`src/msd_pkg.sv`:
```
package msd_pkg;

   localparam int MAX_CODE_LEN = 6;
   localparam int CODE_W = 6;
   localparam int LEN_W = 3;
   localparam int CHAR_W = 7;
   localparam int SYM_W = 3;

   localparam int FIFO_DEPTH = 4;
   localparam int PTR_W = 2;
   localparam int CNT_W = 3;

   localparam logic [SYM_W-1:0] SYM_DOT = 3'd0;
   localparam logic [SYM_W-1:0] SYM_DASH = 3'd1;
   localparam logic [SYM_W-1:0] SYM_SPACE = 3'd2;
   localparam logic [SYM_W-1:0] SYM_END = 3'd3;

   localparam logic [CHAR_W-1:0] CHAR_SPACE = 7'h20;
   localparam logic [CHAR_W-1:0] CHAR_NEWLINE = 7'h0a;
   localparam logic [CHAR_W-1:0] UNKNOWN_RESET = 7'h6e;

   typedef struct packed {
      logic [CODE_W-1:0] pattern;
      logic [LEN_W-1:0]  length;
      logic              invalid;
      logic              after_space;
      logic              gap_pending;
   } dec_state_type;

   typedef struct packed {
      logic [CHAR_W-1:0] ch;
      logic              last;
   } result_type;

   typedef struct packed {
      logic              hit;
      logic [CHAR_W-1:0] ch;
   } lookup_type;

   // The pattern holds the first element in its most significant used bit, dash as one.
   function automatic lookup_type lookup_code(input logic [LEN_W-1:0] len,
                                              input logic [CODE_W-1:0] pat);
      lookup_type res;
      res = '{hit: 1'b1, ch: 7'h00};
      unique case ({len, pat})
         {3'd2, 6'd1}:  res.ch = 7'h61;
         {3'd4, 6'd8}:  res.ch = 7'h62;
         {3'd4, 6'd10}: res.ch = 7'h63;
         {3'd3, 6'd4}:  res.ch = 7'h64;
         {3'd1, 6'd0}:  res.ch = 7'h65;
         {3'd4, 6'd2}:  res.ch = 7'h66;
         {3'd3, 6'd6}:  res.ch = 7'h67;
         {3'd4, 6'd0}:  res.ch = 7'h68;
         {3'd2, 6'd0}:  res.ch = 7'h69;
         {3'd4, 6'd7}:  res.ch = 7'h6a;
         {3'd3, 6'd5}:  res.ch = 7'h6b;
         {3'd4, 6'd4}:  res.ch = 7'h6c;
         {3'd2, 6'd3}:  res.ch = 7'h6d;
         {3'd2, 6'd2}:  res.ch = 7'h6e;
         {3'd3, 6'd7}:  res.ch = 7'h6f;
         {3'd4, 6'd6}:  res.ch = 7'h70;
         {3'd4, 6'd13}: res.ch = 7'h71;
         {3'd3, 6'd2}:  res.ch = 7'h72;
         {3'd3, 6'd0}:  res.ch = 7'h73;
         {3'd1, 6'd1}:  res.ch = 7'h74;
         {3'd3, 6'd1}:  res.ch = 7'h75;
         {3'd4, 6'd1}:  res.ch = 7'h76;
         {3'd3, 6'd3}:  res.ch = 7'h77;
         {3'd4, 6'd9}:  res.ch = 7'h78;
         {3'd4, 6'd11}: res.ch = 7'h79;
         {3'd4, 6'd12}: res.ch = 7'h7a;
         {3'd5, 6'd31}: res.ch = 7'h30;
         {3'd5, 6'd15}: res.ch = 7'h31;
         {3'd5, 6'd7}:  res.ch = 7'h32;
         {3'd5, 6'd3}:  res.ch = 7'h33;
         {3'd5, 6'd1}:  res.ch = 7'h34;
         {3'd5, 6'd0}:  res.ch = 7'h35;
         {3'd5, 6'd16}: res.ch = 7'h36;
         {3'd5, 6'd24}: res.ch = 7'h37;
         {3'd5, 6'd28}: res.ch = 7'h38;
         {3'd5, 6'd30}: res.ch = 7'h39;
         {3'd6, 6'd21}: res.ch = 7'h2e;
         {3'd6, 6'd51}: res.ch = 7'h2c;
         {3'd6, 6'd12}: res.ch = 7'h3f;
         {3'd6, 6'd43}: res.ch = 7'h21;
         default:       res.hit = 1'b0;
      endcase
      return res;
   endfunction

endpackage

```
`src/morse_symbol_stream_decoder.sv`:
```
// Decodes a stream of Morse symbols into ASCII characters. Each req transfer carries one
// symbol (dot, dash, space, end of message, anything else counts as a foreign character);
// each rsp transfer carries one character, with tlast set on the newline that closes a
// message after a word gap. A single space emits the gathered code as a letter, digit or
// punctuation mark, or as the csr-programmed unknown character; a second space marks a word
// gap that is emitted as a space in front of the next symbol, or as a newline on an end.
// The decoder state sits in a one-entry synchronous memory that is read every cycle, with
// the last written value forwarded, so a symbol is taken in every ready cycle. Results go
// through a four-entry queue; the input is ready while at least two entries are free, so
// with rsp_tready held high the block takes one symbol per cycle without a stall. A pending
// word gap always follows a closed code, so no symbol gives more than one character.
module morse_symbol_stream_decoder (
   input  logic       clock,
   input  logic       reset,
   input  logic       req_tvalid,
   output logic       req_tready,
   input  logic [7:0] req_tdata,   // [2:0] symbol, [7:3] zero
   output logic       rsp_tvalid,
   input  logic       rsp_tready,
   output logic [7:0] rsp_tdata,   // [6:0] out_char, [7] zero
   output logic       rsp_tlast,
   input  logic       csr_valid,
   output logic       csr_ready,
   input  logic [msd_pkg::CHAR_W-1:0] csr_data
);
   import msd_pkg::*;

   logic [CHAR_W-1:0] unknown_ff;

   dec_state_type state_mem [0:0];
   dec_state_type state_rd_ff;
   dec_state_type fwd_ff;
   logic          fwd_last_ff;
   logic          state_valid_ff;
   dec_state_type state_cur;
   dec_state_type state_in;

   result_type fifo_ff [FIFO_DEPTH];
   logic [PTR_W-1:0] wr_ptr_ff;
   logic [PTR_W-1:0] rd_ptr_ff;
   logic [CNT_W-1:0] count_ff;

   logic             req_xfer;
   logic             rsp_xfer;
   logic [SYM_W-1:0] sym;
   lookup_type       lk;
   logic [CHAR_W-1:0] code_char;
   result_type       r0, r1, slot0;
   logic             v0, v1;
   logic [1:0]       n_push;

   assign csr_ready = 1'b1;

   always_ff @(posedge clock) begin
      if (reset) begin
         unknown_ff <= UNKNOWN_RESET;
      end else if (csr_valid) begin
         unknown_ff <= csr_data;
      end
   end

   assign sym = req_tdata[SYM_W-1:0];
   assign req_tready = (count_ff <= CNT_W'(FIFO_DEPTH - 2));
   assign req_xfer = req_tvalid && req_tready;
   assign rsp_tvalid = (count_ff != '0);
   assign rsp_xfer = rsp_tvalid && rsp_tready;

   // State memory: read every cycle, the entry written at the previous edge is forwarded.
   always_ff @(posedge clock) begin
      state_rd_ff <= state_mem[0];
      if (req_xfer) begin
         state_mem[0] <= state_in;
         fwd_ff <= state_in;
      end
   end

   always_ff @(posedge clock) begin
      if (reset) begin
         fwd_last_ff <= 1'b0;
         state_valid_ff <= 1'b0;
      end else begin
         fwd_last_ff <= req_xfer;
         if (req_xfer) begin
            state_valid_ff <= 1'b1;
         end
      end
   end

   always_comb begin
      if (!state_valid_ff) begin
         state_cur = '0;
      end else if (fwd_last_ff) begin
         state_cur = fwd_ff;
      end else begin
         state_cur = state_rd_ff;
      end
   end

   always_comb begin
      state_in = state_cur;
      v0 = 1'b0;
      v1 = 1'b0;
      lk = lookup_code(state_cur.length, state_cur.pattern);
      code_char = (state_cur.invalid || !lk.hit) ? unknown_ff : lk.ch;
      r0 = '{ch: code_char, last: 1'b0};
      r1 = '{ch: CHAR_NEWLINE, last: 1'b1};
      unique case (sym)
         SYM_SPACE: begin
            if (!state_cur.after_space) begin
               v0 = 1'b1;
               state_in.pattern = '0;
               state_in.length = '0;
               state_in.invalid = 1'b0;
               state_in.after_space = 1'b1;
            end else begin
               r0 = '{ch: CHAR_SPACE, last: 1'b0};
               v0 = state_cur.gap_pending;
               state_in.gap_pending = 1'b1;
            end
         end
         SYM_END: begin
            v0 = (state_cur.length != '0) || state_cur.invalid;
            v1 = state_cur.gap_pending;
            state_in = '0;
         end
         default: begin
            r0 = '{ch: CHAR_SPACE, last: 1'b0};
            v0 = state_cur.gap_pending;
            state_in.gap_pending = 1'b0;
            state_in.after_space = 1'b0;
            if ((sym == SYM_DOT || sym == SYM_DASH)
                && state_cur.length < LEN_W'(MAX_CODE_LEN)) begin
               state_in.pattern = {state_cur.pattern[CODE_W-2:0], sym[0]};
               state_in.length = state_cur.length + 1'b1;
            end else begin
               state_in.invalid = 1'b1;
            end
         end
      endcase
      slot0 = v0 ? r0 : r1;
      n_push = {1'b0, v0} + {1'b0, v1};
   end

   always_ff @(posedge clock) begin
      if (req_xfer && n_push != 2'd0) begin
         fifo_ff[wr_ptr_ff] <= slot0;
      end
      if (req_xfer && n_push == 2'd2) begin
         fifo_ff[wr_ptr_ff + 1'b1] <= r1;
      end
   end

   always_ff @(posedge clock) begin
      if (reset) begin
         wr_ptr_ff <= '0;
         rd_ptr_ff <= '0;
         count_ff <= '0;
      end else begin
         if (req_xfer) begin
            wr_ptr_ff <= wr_ptr_ff + PTR_W'(n_push);
         end
         if (rsp_xfer) begin
            rd_ptr_ff <= rd_ptr_ff + 1'b1;
         end
         count_ff <= count_ff + (req_xfer ? CNT_W'(n_push) : '0)
                     - CNT_W'(rsp_xfer);
      end
   end

   assign rsp_tdata = {1'b0, fifo_ff[rd_ptr_ff].ch};
   assign rsp_tlast = fifo_ff[rd_ptr_ff].last;

   a_count_bound: assert property (@(posedge clock) disable iff (reset)
      count_ff <= CNT_W'(FIFO_DEPTH))
      else $error("result queue overflow");

   a_end_clears: assert property (@(posedge clock) disable iff (reset)
      req_xfer && sym == SYM_END |=> state_cur == '0)
      else $error("end of message did not clear the decoder state");

   a_space_marks: assert property (@(posedge clock) disable iff (reset)
      req_xfer && sym == SYM_SPACE |=> state_cur.after_space && state_cur.length == '0)
      else $error("space did not close the code");

   a_count_track: assert property (@(posedge clock) disable iff (reset)
      !$past(reset) && !$past(req_xfer) && !$past(rsp_xfer) |-> $stable(count_ff))
      else $error("queue count moved without a transfer");

endmodule

```
`config.mk`:
```
export PLATFORM = sky130hd
export DESIGN_NAME = morse_symbol_stream_decoder
export DESIGN_NICKNAME = d
export VERILOG_FILES = /design/src/msd_pkg.sv /design/src/morse_symbol_stream_decoder.sv
export SDC_FILE = /design/constraint.sdc
export NUM_CORES = 1
export LEC_CHECK = 0
export BUFFER_PORTS_ARGS = -buffer_cell sky130_fd_sc_hd__buf_2
export CORE_ASPECT_RATIO = 0.7
export CORE_MARGIN = 3
export CORE_UTILIZATION = 38
export DETAILED_ROUTE_END_ITERATION = 10
export SLEW_MARGIN = 5
export SYNTH_ARGS = -nofsm -noshare
export SYNTH_HDL_FRONTEND = slang
export SYNTH_SLANG_ARGS = --single-unit
```
`constraint.sdc`:
```
create_clock -name clock -period 4.05 [get_ports clock]
set_input_delay 0.2025 -clock clock [delete_from_list [all_inputs] [get_ports clock]]
set_output_delay 0.2025 -clock clock [all_outputs]
set_load 0.05 [all_outputs]
```
==> metrics.log, run 1 <==
INFO  metric run_status = complete, no violations
INFO  metric path_clk_slew = 0.06 ns
INFO  metric pre_cts_ws = 0.4690 ns
INFO  metric worst_hold_path_type = primary input to flip-flop
INFO  metric setup_viol_count_final = 0
INFO  metric drtIter0Drc = 376
INFO  metric grt_first_pass_wirelength = ~20000 um
INFO  metric worstSetupPathType = flip-flop to flip-flop
INFO  metric global_route.overflow_total = 0
INFO  metric placement.io_buffers = 24
INFO  metric floorplan.die.height = roughly 96 um
INFO  metric maximum_number_of_pins_on_one_net_before_global_route_repair = 35
INFO  metric cts-buffers-inserted = 9
INFO  metric clk_path_buf_depth = 2
INFO  metric drt-vias-per-instance = 5.875
INFO  metric worst_clock_skew = 0.006164 ns
INFO  metric synth_top_cells_by_area = sky130_fd_sc_hd__dfxtp_1 (29%), sky130_fd_sc_hd__edfxtp_1 (8.3%), sky130_fd_sc_hd__nand2_1 (4.8%), sky130_fd_sc_hd__mux4_2 (4.1%), sky130_fd_sc_hd__nor2_1 (3.5%)
INFO  metric htree_levels = 3
INFO  metric critical_path.max_fanout = 7
INFO  metric final_hold_violating_endpoints = 0
INFO  metric final_min_period_over_clock_period = 89.37%
INFO  metric pin_slew_with_the_least_headroom_to_its_limit = 0.8146 ns
INFO  metric period_needed = 3.619 ns
INFO  metric setup_tns = 0 ns
INFO  metric post-cts-setup-buffers = 0
INFO  metric initial_core_util = between 30% and 40%
INFO  metric total_leakage_power = 1.881 nW
INFO  metric synth_cell_types = 88
INFO  metric clock_tree_from_tritoncts = yes
INFO  metric post_route_cells_drive_above_1_share = 16.44%
INFO  metric io_pins = 32
INFO  metric route.detailed.drc = 0
INFO  metric postSynth.topFlopCell = sky130_fd_sc_hd__dfxtp_1
INFO  metric timing.critical_path.to_type = flip-flop
INFO  metric cts_hold_repair.buffers = 0
INFO  metric timing.critical_path.required = 4.25 ns
INFO  metric antenna_cells_inserted = 0
INFO  metric max_freq = 276.3 MHz
INFO  metric std_cell_rows = 32
INFO  metric gp_congestion = roughly 1
INFO  metric synth-edff-count = 12
INFO  metric ff2ff_setup_slack = 0.43 ns
INFO  metric clk_latency = 0.34 ns
INFO  metric clock_sink_count = 74
INFO  metric clock_tree.root_cell = sky130_fd_sc_hd__clkbuf_16
INFO  metric post-layout-total-power = 0.002960 W
INFO  metric fillerInstances = 1089
INFO  metric track_usage = 20.19%
INFO  metric totalWireLength = 12390 um
INFO  metric mappedNetlistArea = ~4400 um2
INFO  metric drtAntennaViolNets = 0
INFO  metric worst_hold_slack = between 0.08 and 0.09 ns
INFO  metric yosys.area.top_type_share = ~29%
INFO  metric fp.dieW = 133.9 um
INFO  metric count_of_yosys_warnings_during_synthesis = 0
INFO  metric antenna_found_initial = 0
INFO  metric dp_hpwl = approximately 9500 um
INFO  metric routed_vias = 3866
INFO  metric net_count_of_the_mapped_netlist = ~500
INFO  metric worstPathArrival = 3.82 ns
INFO  metric syn2layout_area_growth = 13.06%
INFO  metric ir_worst_vdd = 0.0004101 V
INFO  metric portion_of_the_post_synthesis_area_used_by_sequential_elements = 36.81%
INFO  metric ys_seq_elements = between 70 and 80
INFO  metric grt_pass1_vias = 3689
INFO  metric postCtsResizedCells = 0
INFO  metric synthDominantAreaCellType = sky130_fd_sc_hd__dfxtp_1
INFO  metric worstSetupStartpointType = flip-flop
INFO  metric fp.coreArea = 11090 um2
INFO  metric async_reset_ff_share = 0%
INFO  metric final_routed_wire_length_divided_by_cell_count = roughly 19 um
INFO  metric rsz_0062_raised_after_global_routing = false
INFO  metric post_synth_inst_count = roughly 480
INFO  metric drv_slew = 0
INFO  metric design.die.area = 12790 um2
INFO  metric post_synth.cell_area_avg = 9.082 um2
INFO  metric final_critical_path_setup_slack = between 0.4 and 0.5 ns
INFO  metric drt_pass1_iterations = 5
INFO  metric power-per-cell-area = 601.7 nW/um2
INFO  metric worst_slew_margin_rel = 44.93%
INFO  metric fin_util = 44.35%
INFO  metric finalNetCount = between 500 and 600
INFO  metric cap_violations = 0
[metal layers]
metal / vias to the layer above / share of wire, % / global-route usage (%)
met2: 156 / 39 / 27.90
li1: 1849 / - / -
met5: - / 0 / 0
met1: 1837 / 51 / 30.97
met3: 24 / 8.2 / 4.800
met4: 0 / 1.5 / 5.394
[worst paths after layout]
path                     from              to  depth (start not counted)
hold / removal    csr_data[6]   unknown_ff[6]                          3
hold reg to reg     fwd_ff[4]  state_rd_ff[4]                          0
setup reg to reg  fwd_last_ff   fifo_ff[3][4]                         11
setup / recovery  fwd_last_ff   fifo_ff[3][4]                         11
[final cells by class]
cell class                 count  area [um2]  area share, %
clock buffer                  10       239.0          4.859
clock inverter                 6       95.09          1.933
inverter                      19       71.32          1.450
multi-input combinational    368        2570          52.25
sequential                    74        1602          32.56
tap                          153       191.4          3.892
timing repair buffer          28       150.1          3.053
[through the flow]
step | cells | instance area (um2)
5_1_grt | 658 | 4918
3_3_place_gp | 642 | 4584
4_1_cts | 658 | 4918
3_5_place_dp | 642 | 4584
2_1_floorplan | 479 | 4350
6_report | 658 | 4918
[cell usage in the layout, fill, tap and decap left out, types with 4 or more instances in the layout]
master / n
sky130_fd_sc_hd__a211oi_1: 5
sky130_fd_sc_hd__mux4_2: 8
sky130_fd_sc_hd__nor3_1: 12
sky130_fd_sc_hd__and2_1: 8
sky130_fd_sc_hd__mux2_2: 9
sky130_fd_sc_hd__inv_1: 17
sky130_fd_sc_hd__nand2_1: 56
sky130_fd_sc_hd__xnor2_1: 4
sky130_fd_sc_hd__o211ai_1: 8
sky130_fd_sc_hd__a22oi_1: 5
sky130_fd_sc_hd__nand3_1: 13
sky130_fd_sc_hd__nand4_1: 5
sky130_fd_sc_hd__nor2_1: 41
sky130_fd_sc_hd__ha_1: 11
sky130_fd_sc_hd__nor4_1: 4
sky130_fd_sc_hd__mux2i_1: 10
sky130_fd_sc_hd__a21oi_1: 21
sky130_fd_sc_hd__o22ai_1: 13
sky130_fd_sc_hd__clkbuf_16: 9
sky130_fd_sc_hd__dfxtp_1: 62
sky130_fd_sc_hd__a21o_1: 5
sky130_fd_sc_hd__buf_4: 4
sky130_fd_sc_hd__and3_1: 4
sky130_fd_sc_hd__o21ai_1: 18
sky130_fd_sc_hd__or3_1: 6
sky130_fd_sc_hd__buf_2: 24
sky130_fd_sc_hd__a32o_1: 5
sky130_fd_sc_hd__edfxtp_1: 12
sky130_fd_sc_hd__o21ai_0: 12
[where the power goes]
part	total [W]	switching (W)	internal [W]
sequential	0.00104	0.000133	0.000909
clock	0.000899	0.000334	0.000564
combinational	0.00102	0.000648	0.000371
[critical path: stages, from the launching register on]
cell                        delay, ns
sky130_fd_sc_hd__dfxtp_1         0.49
sky130_fd_sc_hd__mux2_2          0.37
sky130_fd_sc_hd__nand2_1         0.16
sky130_fd_sc_hd__ha_1            0.35
sky130_fd_sc_hd__nand2_1         0.12
sky130_fd_sc_hd__a211o_1         0.43
sky130_fd_sc_hd__nor3_1          0.42
sky130_fd_sc_hd__nor4_2          0.12
sky130_fd_sc_hd__nand4_1         0.22
sky130_fd_sc_hd__o2111ai_1       0.19
sky130_fd_sc_hd__a31oi_1         0.46
sky130_fd_sc_hd__o211ai_1        0.14
[cells by family (layout without fill, tap and decap cells)]
kind of cell    count (synthesis)  in the layout  synth area share [%]
mux                            29             29                 9.433
fa+ha+maj                      12             12                 3.624
xor+xnor                        6              6                 1.208
simple gates                  188            188                 23.35
other cells                     2              2                0.1726
buf+inv                        37             63                 4.112
compound gates                131            131                 21.28
flops                          74             74                 36.81
[Yosys cell counts, drive strengths merged, types with 9 or more instances]
| master | count |
|---|---|
| dfxtp | 62 |
| nand2 | 57 |
| nor2 | 42 |
| o21ai | 31 |
| a21oi | 21 |
| inv | 18 |
| o22ai | 15 |
| buf | 13 |
| nand3 | 13 |
| edfxtp | 12 |
| nor3 | 12 |
| ha | 11 |
| mux2i | 11 |
| mux2 | 10 |
| and2 | 9 |
[state kept, by name (all words and copies together) (netlist names), named ones only]
register	count
count_ff	3
fifo_ff	32
fwd_ff	7
fwd_last_ff	1
rd_ptr_ff	2
state_mem	5
state_rd_ff	12
state_valid_ff	1
unknown_ff	7
wr_ptr_ff	2
Power figures use the tool's default switching activity.
==> run 2: changes to the inputs <==
--- a/config.mk
+++ b/config.mk
@@ -9,6 +9,7 @@
 export CORE_ASPECT_RATIO = 0.7
 export CORE_MARGIN = 3
-export CORE_UTILIZATION = 38
+export CORE_UTILIZATION = 44
 export DETAILED_ROUTE_END_ITERATION = 10
+export RECOVER_POWER = 100
 export SLEW_MARGIN = 5
 export SYNTH_ARGS = -nofsm -noshare
==> constraint.sdc (replaced) <==
create_clock -name clock -period 4.05 [get_ports clock]
set_input_delay 0.6075 -clock clock [delete_from_list [all_inputs] [get_ports clock]]
set_output_delay 0.6075 -clock clock [all_outputs]
set_load 0.05 [all_outputs]
==> run 2 against run 1 <==
- die area shrank 13%
- count of clock-buffer cells in the layout is the same
- worst hold slack gained 0.28 ns
- register-to-register slack lost 0.10 ns
- final area shrank 1.5%
- core utilization grew 7.6 points
- critical endpoint unchanged
==> metrics.log, run 2 (same netlist as run 1, synthesis figures left out) <==
INFO  metric multi_input_area = 2550 um2 (was 2570 um2)
INFO  metric regMostFlops = fifo_ff (unchanged)
INFO  metric finalNetCount = 534 (was 532)
INFO  metric seqPwrFrac = 36.2% (was 35.2%)
INFO  metric floorplan.die.height = 89.20 um (was 95.52 um)
INFO  metric global_route.overflow_total = 0 (unchanged)
INFO  metric final_hold_violating_endpoints = 0 (unchanged)
INFO  metric cts-buffers-inserted = 9 (unchanged)
INFO  metric swShare = 38.49% (was 37.69%)
INFO  metric run_status = complete, no violations (unchanged)
INFO  metric drv_slew = 0 (unchanged)
INFO  metric path_clk_slew = 0.06 ns (about the same)
INFO  metric pre_cts_ws = 0.4493 ns (was 0.4690 ns)
INFO  metric final_cell_mix = sky130_fd_sc_hd__dfxtp_1 (62), sky130_fd_sc_hd__nand2_1 (56), sky130_fd_sc_hd__nor2_1 (41) (unchanged)
INFO  metric fillerInstances = 860 (was 1089)
INFO  metric clk_path_buf_depth = 2 (unchanged)
INFO  metric maximum_number_of_pins_on_one_net_before_global_route_repair = 33 (was 35)
INFO  metric worstReg2RegEnd = fifo_ff[3][4] (unchanged)
INFO  metric placed_cells_incl_taps = 615 (was 642)
INFO  metric post-cts-setup-buffers = 0 (unchanged)
INFO  metric final_routed_wire_length_divided_by_cell_count = 19.19 um (was 18.83 um)
INFO  metric period_needed = 3.721 ns (was 3.619 ns)
INFO  metric cp_slowest_cell = sky130_fd_sc_hd__a211oi_1 (was sky130_fd_sc_hd__dfxtp_1)
INFO  metric worstPathArrival = 3.92 ns (was 3.82 ns)
INFO  metric drt-vias-per-instance = 6.263 (was 5.875)
INFO  metric grt_pass1_vias = 3581 (was 3689)
INFO  metric setup_viol_count_final = 0 (unchanged)
INFO  metric antenna_found_initial = 0 (unchanged)
INFO  metric gp_congestion = 0.9960 (was 1.016)
INFO  metric power-per-cell-area = 597.3 nW/um2 (was 601.7 nW/um2)
INFO  metric wl_met3 = 1223 um (was 1019 um)
INFO  metric final_critical_path_setup_slack = 0.3291 ns (was 0.4305 ns)
INFO  metric switchingPower = 0.001114 W (was 0.001116 W)
INFO  metric postCtsResizedCells = 0 (unchanged)
INFO  metric ir_worst_vdd = 0.0004275 V (was 0.0004101 V)
INFO  metric largest_register_ff_count = 32 (unchanged)
INFO  metric metal2_wl = 4655 um (was 4853 um)
INFO  metric worst_r2r_startpoint = fwd_last_ff (unchanged)
INFO  metric post-layout-total-power = 0.002894 W (was 0.002960 W)
INFO  metric pin_slew_with_the_least_headroom_to_its_limit = 1.009 ns (was 0.8146 ns)
INFO  metric rsz_0062_raised_after_global_routing = false (unchanged)
INFO  metric worst_setup_path_endpoint = fifo_ff[3][4] (unchanged)
INFO  metric setup_tns = 0 ns (unchanged)
INFO  metric fp.dieW = 124.8 um (was 133.9 um)
INFO  metric io_pins = 32 (unchanged)
INFO  metric placement.io_buffers = 24 (unchanged)
INFO  metric setup.worst_path.start = fwd_last_ff (unchanged)
INFO  metric design.die.area = 11140 um2 (was 12790 um2)
INFO  metric syn2layout_area_growth = 11.39% (was 13.06%)
INFO  metric post_route_cells_drive_above_1_share = 13.41% (was 16.44%)
INFO  metric max_freq = 268.7 MHz (was 276.3 MHz)
INFO  metric critical-path-max-stage-delay = 0.63 ns (was 0.49 ns)
INFO  metric commonest_non_fill_non_tap_cell_in_the_layout = sky130_fd_sc_hd__dfxtp_1 (unchanged)
INFO  metric wl_met1 = 6050 um (was 6331 um)
INFO  metric drtAntennaViolNets = 0 (unchanged)
INFO  metric critical_path.max_fanout = 5 (was 7)
INFO  metric grt_first_pass_wirelength = 19260 um (was 20080 um)
INFO  metric pwr-share-comb = 34.5% (was 34.4%)
INFO  metric timing.critical_path.to_type = flip-flop (unchanged)
INFO  metric drt_pass1_iterations = 5 (unchanged)
INFO  metric timing.critical_path.required = 4.25 ns (about the same)
INFO  metric total_leakage_power = 1.832 nW (was 1.881 nW)
INFO  metric worst_hold_path_type = flip-flop to flip-flop (was primary input to flip-flop)
INFO  metric final_min_period_over_clock_period = 91.88% (was 89.37%)
INFO  metric fin_cells = 631 (was 658)
INFO  metric power.share.clock = 29.3% (was 30.4%)
INFO  metric cell_chain_critical_path = mux2_2, nand2_1, ha_1, nand2_1, a211oi_1, and2_0, o31ai_1, nand4_1, o2111ai_1, a31oi_1, o211ai_1 (was mux2_2, nand2_1, ha_1, nand2_1, a211o_1, nor3_1, nor4_2, nand4_1, o2111ai_1, a31oi_1, o211ai_1)
INFO  metric layout.area.seq = 1602 um2 (unchanged)
INFO  metric critical_path.most_common_cell = sky130_fd_sc_hd__nand2_1 (unchanged)
INFO  metric routed_vias = 3952 (was 3866)
INFO  metric clock_sink_count = 74 (unchanged)
INFO  metric clock_tree.root_cell = sky130_fd_sc_hd__clkbuf_16 (unchanged)
INFO  metric drtIter0Drc = 448 (was 376)
INFO  metric totalWireLength = 12110 um (was 12390 um)
INFO  metric worstSetupStartpointType = flip-flop (unchanged)
INFO  metric initial_core_util = 46.65% (was 39.23%)
INFO  metric cap_violations = 0 (unchanged)
INFO  metric ff2ff_setup_slack = 0.33 ns (was 0.43 ns)
INFO  metric worst_clock_skew = 0.007502 ns (was 0.006164 ns)
INFO  metric fp.coreArea = 9325 um2 (was 11090 um2)
INFO  metric worstSetupPathType = flip-flop to flip-flop (unchanged)
INFO  metric maxUsedRoutingLayer = met4 (unchanged)
INFO  metric p_int = 0.001780 W (was 0.001844 W)
INFO  metric track_usage = 22.03% (was 20.19%)
INFO  metric htree_levels = 3 (unchanged)
INFO  metric dp_hpwl = 9067 um (was 9531 um)
INFO  metric route.detailed.drc = 0 (unchanged)
INFO  metric worst_slew_margin_rel = 32.74% (was 44.93%)
INFO  metric antenna_cells_inserted = 0 (unchanged)
INFO  metric fin_util = 51.97% (was 44.35%)
INFO  metric biggestRegsByFlops = fifo_ff: 32 flops, state_rd_ff: 12 flops (unchanged)
INFO  metric std_cell_rows = 29 (was 32)
INFO  metric clk_latency = 0.34 ns (about the same)
INFO  metric cts_hold_repair.buffers = 0 (unchanged)
INFO  metric worst-r2r-cell-count = 11 (unchanged)
INFO  metric clock_tree_from_tritoncts = yes (unchanged)
-- run 2: changes by cell type in the layout (fill, tap and decap cells not counted), sizes merged --
| cell | change |
|---|---|
| inv | -2 |
| clkinvlp | +2 |
| clkinv | +1 |
| bufinv | -1 |
| clkbuf | +13 |
| buf | -11 |
-- run 2: metrics by stage --
stage	cell area [um2]	hold WS, ns
6_report	4846	0.3636
5_1_grt	4846	0.3712
4_1_cts	4885	0.3644
3_5_place_dp	4563	0.3627
3_3_place_gp	4563	0.3442
2_1_floorplan	4350	0.3424
-- run 2: power groups by stage --
stage / Clock (W) / Sequential (W) / Combinational (W)
floorplan: 0 / 0.000987 / 0.000842
global placement: 0 / 0.00105 / 0.00100
detailed placement: 0 / 0.00106 / 0.00101
CTS: 0.000861 / 0.00105 / 0.00102
global route: 0.000900 / 0.00107 / 0.00108
finish: 0.000847 / 0.00105 / 0.00100
-- run 2: layer usage --
| layer | global-route usage [%] | vias up |
|---|---|---|
| li1 | - | 1848 |
| met1 | 33.37 | 1861 |
| met2 | 30.64 | 220 |
| met3 | 6.090 | 23 |
| met4 | 5.906 | 0 |
| met5 | 0 | - |
-- run 2: worst min path at each step --
stage | start | endpoint | slack (ns) | cells after the start
final | fwd_ff[4] | state_rd_ff[4] | 0.36 | 0
after global routing | fwd_ff[4] | state_rd_ff[4] | 0.37 | 0
after CTS | fwd_ff[4] | state_rd_ff[4] | 0.36 | 0
after detailed placement | state_mem[0][2] | state_rd_ff[2] | 0.36 | 0
after floorplan | state_mem[0][0] | state_rd_ff[0] | 0.34 | 0
after global placement | state_mem[0][2] | state_rd_ff[2] | 0.34 | 0
-- run 2: cell type report --
class	instances	share of cell area, %
inverter	19	1.472
clock inverter	6	1.472
timing repair buffer	30	3.021
sequential	74	33.05
tap	124	3.202
multi-input combinational	368	52.62
clock buffer	10	5.164
-- run 2: critical path, delay by kind of cell, from the launching register on --
family          cells  cell delay (ns)
compound gates      5             1.57
simple gates        4             0.83
flops               1             0.46
mux                 1             0.38
fa+ha+maj           1             0.34
==> run 3: changes to the inputs <==
--- a/config.mk
+++ b/config.mk
@@ -8,6 +8,6 @@
 export BUFFER_PORTS_ARGS = -buffer_cell sky130_fd_sc_hd__buf_2
 export CORE_ASPECT_RATIO = 0.7
-export CORE_MARGIN = 3
 export CORE_UTILIZATION = 44
+export CTS_CLUSTER_SIZE = 30
 export DETAILED_ROUTE_END_ITERATION = 10
 export RECOVER_POWER = 100
==> constraint.sdc (replaced) <==
create_clock -name clock -period 4.05 [get_ports clock]
set_input_delay 0.6075 -clock clock [delete_from_list [all_inputs] [get_ports clock]]
set_output_delay 0.6075 -clock clock [all_outputs]
set_load 0.005 [all_outputs]
==> run 3 against run 2 <==
- final cell count stayed put
- sequential power hardly changed
- worst hold slack improved by 0.0029 ns
- core utilization is the same
- die area is 7.5% lower
- count of clock-buffer cells in the layout increased by 1
- sequential share of layout area did not move
- power fell by 6.5%
- global-route usage up 2.7 points
- wire length fell by 1.5%
- clock power up 0.5%
- first-iteration DRC count grew 5.1%
==> metrics.log, run 3 (same netlist as run 1, synthesis figures left out) <==
INFO  metric totalWireLength = 11920 um (was 12110 um)
INFO  metric largest_register_ff_count = 32 (unchanged)
INFO  metric io_pins = 32 (unchanged)
INFO  metric biggestRegsByFlops = fifo_ff: 32 flops, state_rd_ff: 12 flops (unchanged)
INFO  metric rsz_0062_raised_after_global_routing = false (unchanged)
INFO  metric post-layout-total-power = 0.002707 W (was 0.002894 W)
INFO  metric clock_sink_count = 74 (unchanged)
INFO  metric max_freq = 275.0 MHz (was 268.7 MHz)
INFO  metric final_routed_wire_length_divided_by_cell_count = 18.90 um (was 19.19 um)
INFO  metric timing.critical_path.required = 4.27 ns (was 4.25 ns)
INFO  metric gp_congestion = 0.9002 (was 0.9960)
INFO  metric path_clk_slew = 0.06 ns (about the same)
INFO  metric worst_clock_skew = 0.008393 ns (was 0.007502 ns)
INFO  metric global_route.overflow_total = 0 (unchanged)
INFO  metric fp.dieW = 120.8 um (was 124.8 um)
INFO  metric maximum_number_of_pins_on_one_net_before_global_route_repair = 33 (unchanged)
INFO  metric total_leakage_power = 1.859 nW (was 1.832 nW)
INFO  metric initial_core_util = 46.65% (unchanged)
INFO  metric setup_viol_count_final = 0 (unchanged)
INFO  metric fillerInstances = 849 (was 860)
INFO  metric setup_tns = 0 ns (unchanged)
INFO  metric post_route_cells_drive_above_1_share = 14.60% (was 13.41%)
INFO  metric routed_vias = 3860 (was 3952)
INFO  metric final_cell_mix = sky130_fd_sc_hd__dfxtp_1 (62), sky130_fd_sc_hd__nand2_1 (56), sky130_fd_sc_hd__nor2_1 (41) (unchanged)
INFO  metric grt_pass1_vias = 3532 (was 3581)
INFO  metric pin_slew_with_the_least_headroom_to_its_limit = 1.032 ns (was 1.009 ns)
INFO  metric postCtsResizedCells = 0 (unchanged)
INFO  metric drt_pass1_iterations = 5 (unchanged)
INFO  metric worst_hold_path_type = flip-flop to flip-flop (unchanged)
INFO  metric cts-buffers-inserted = 9 (unchanged)
INFO  metric drv_slew = 0 (unchanged)
INFO  metric antenna_found_initial = 0 (unchanged)
INFO  metric track_usage = 24.70% (was 22.03%)
INFO  metric layout.area.seq = 1602 um2 (unchanged)
INFO  metric critical-path-max-stage-delay = 0.55 ns (was 0.63 ns)
INFO  metric worstSetupStartpointType = flip-flop (unchanged)
INFO  metric route.detailed.drc = 0 (unchanged)
INFO  metric commonest_non_fill_non_tap_cell_in_the_layout = sky130_fd_sc_hd__dfxtp_1 (unchanged)
INFO  metric design.die.area = 10300 um2 (was 11140 um2)
INFO  metric fp.coreArea = 9325 um2 (unchanged)
INFO  metric ir_worst_vdd = 0.0004269 V (was 0.0004275 V)
INFO  metric finalNetCount = 534 (unchanged)
INFO  metric cell_chain_critical_path = mux2_2, nand2_1, inv_1, ha_1, a21boi_0, o2111a_1, nor4b_2, nand4_1, o21ai_1, mux2_4, a32o_1 (was mux2_2, nand2_1, ha_1, nand2_1, a211oi_1, and2_0, o31ai_1, nand4_1, o2111ai_1, a31oi_1, o211ai_1)
INFO  metric cts_hold_repair.buffers = 0 (unchanged)
INFO  metric worstPathArrival = 3.86 ns (was 3.92 ns)
INFO  metric regMostFlops = fifo_ff (unchanged)
INFO  metric floorplan.die.height = 85.20 um (was 89.20 um)
INFO  metric grt_first_pass_wirelength = 19340 um (was 19260 um)
INFO  metric drt-vias-per-instance = 6.117 (was 6.263)
INFO  metric final_hold_violating_endpoints = 0 (unchanged)
INFO  metric critical_path.max_fanout = 8 (was 5)
INFO  metric period_needed = 3.636 ns (was 3.721 ns)
INFO  metric worst_slew_margin_rel = 31.22% (was 32.74%)
INFO  metric clock_tree.root_cell = sky130_fd_sc_hd__clkbuf_16 (unchanged)
INFO  metric dp_hpwl = 9091 um (was 9067 um)
INFO  metric worstSetupPathType = flip-flop to flip-flop (unchanged)
INFO  metric syn2layout_area_growth = 11.39% (unchanged)
INFO  metric antenna_cells_inserted = 0 (unchanged)
INFO  metric drtIter0Drc = 471 (was 448)
INFO  metric clk_path_buf_depth = 2 (unchanged)
INFO  metric std_cell_rows = 29 (unchanged)
INFO  metric cap_violations = 0 (unchanged)
INFO  metric htree_levels = 3 (unchanged)
INFO  metric timing.critical_path.to_type = flip-flop (unchanged)
INFO  metric clock_tree_from_tritoncts = yes (unchanged)
INFO  metric clk_latency = 0.33 ns (was 0.34 ns)
INFO  metric cp_slowest_cell = sky130_fd_sc_hd__o21ai_1 (was sky130_fd_sc_hd__a211oi_1)
INFO  metric post-cts-setup-buffers = 0 (unchanged)
INFO  metric final_min_period_over_clock_period = 89.77% (was 91.88%)
INFO  metric power-per-cell-area = 558.5 nW/um2 (was 597.3 nW/um2)
INFO  metric placement.io_buffers = 24 (unchanged)
INFO  metric worst_hold_slack = 0.3665 ns (was 0.3636 ns)
INFO  metric multi_input_area = 2551 um2 (was 2550 um2)
INFO  metric run_status = complete, no violations (unchanged)
INFO  metric drtAntennaViolNets = 0 (unchanged)
run 3: final cells by class:
cell class | count | share of cell area (%)
inverters | 19 | 1.472
clock buffers | 11 | 4.802
multi-input cells | 368 | 52.65
well taps | 124 | 3.202
flip-flops and latches | 74 | 33.05
repair buffers | 30 | 3.176
clock inverters | 5 | 1.652
run 3: worst max-delay path: cells and delay by family (launching register included):
kind,cells,cell delay [ns]
AOI/OAI and AO/OA,4,1.25
muxes,2,0.73
and+or+nand+nor,3,0.70
DFF,1,0.40
adders and majority gates,1,0.33
buffers and inverters,1,0.10
run 3: power breakdown:
group          leakage [nW]  internal, W  switching, W
clock                 0.154     0.000540      0.000310
combinational          1.07     0.000359      0.000453
sequential            0.630     0.000909      0.000135
run 3: layer usage:
metal | track usage (%) | share of wire, % | up-vias | wire (um)
li1 | - | - | 1859 | -
met1 | 40.04 | 52 | 1830 | 6214
met2 | 32.88 | 39 | 160 | 4611
met3 | 4.772 | 8.6 | 11 | 1023
met4 | 5.051 | 0.62 | 0 | 74
met5 | 0 | 0 | - | 0
run 3: path summary, 6_finish.rpt:
path                        start              to  slack [ns]  cells past startpoint
hold reg to reg   state_mem[0][2]  state_rd_ff[2]        0.37                      0
setup / recovery      fwd_last_ff   fifo_ff[3][7]        0.41                     11
setup reg to reg      fwd_last_ff   fifo_ff[3][7]        0.41                     11
hold / removal    state_mem[0][2]  state_rd_ff[2]        0.37                      0
run 3: metrics by stage:
stage,cells,util (%),worst slack (ns),instance area (um2)
3_3_place_gp,615,48.93,0.5684,4563
2_1_floorplan,479,-,0.5965,4350
5_1_grt,631,51.97,0.1137,4846
6_report,631,51.97,0.4142,4846
4_1_cts,631,52.29,0.5113,4876
3_5_place_dp,615,48.93,0.5253,4563
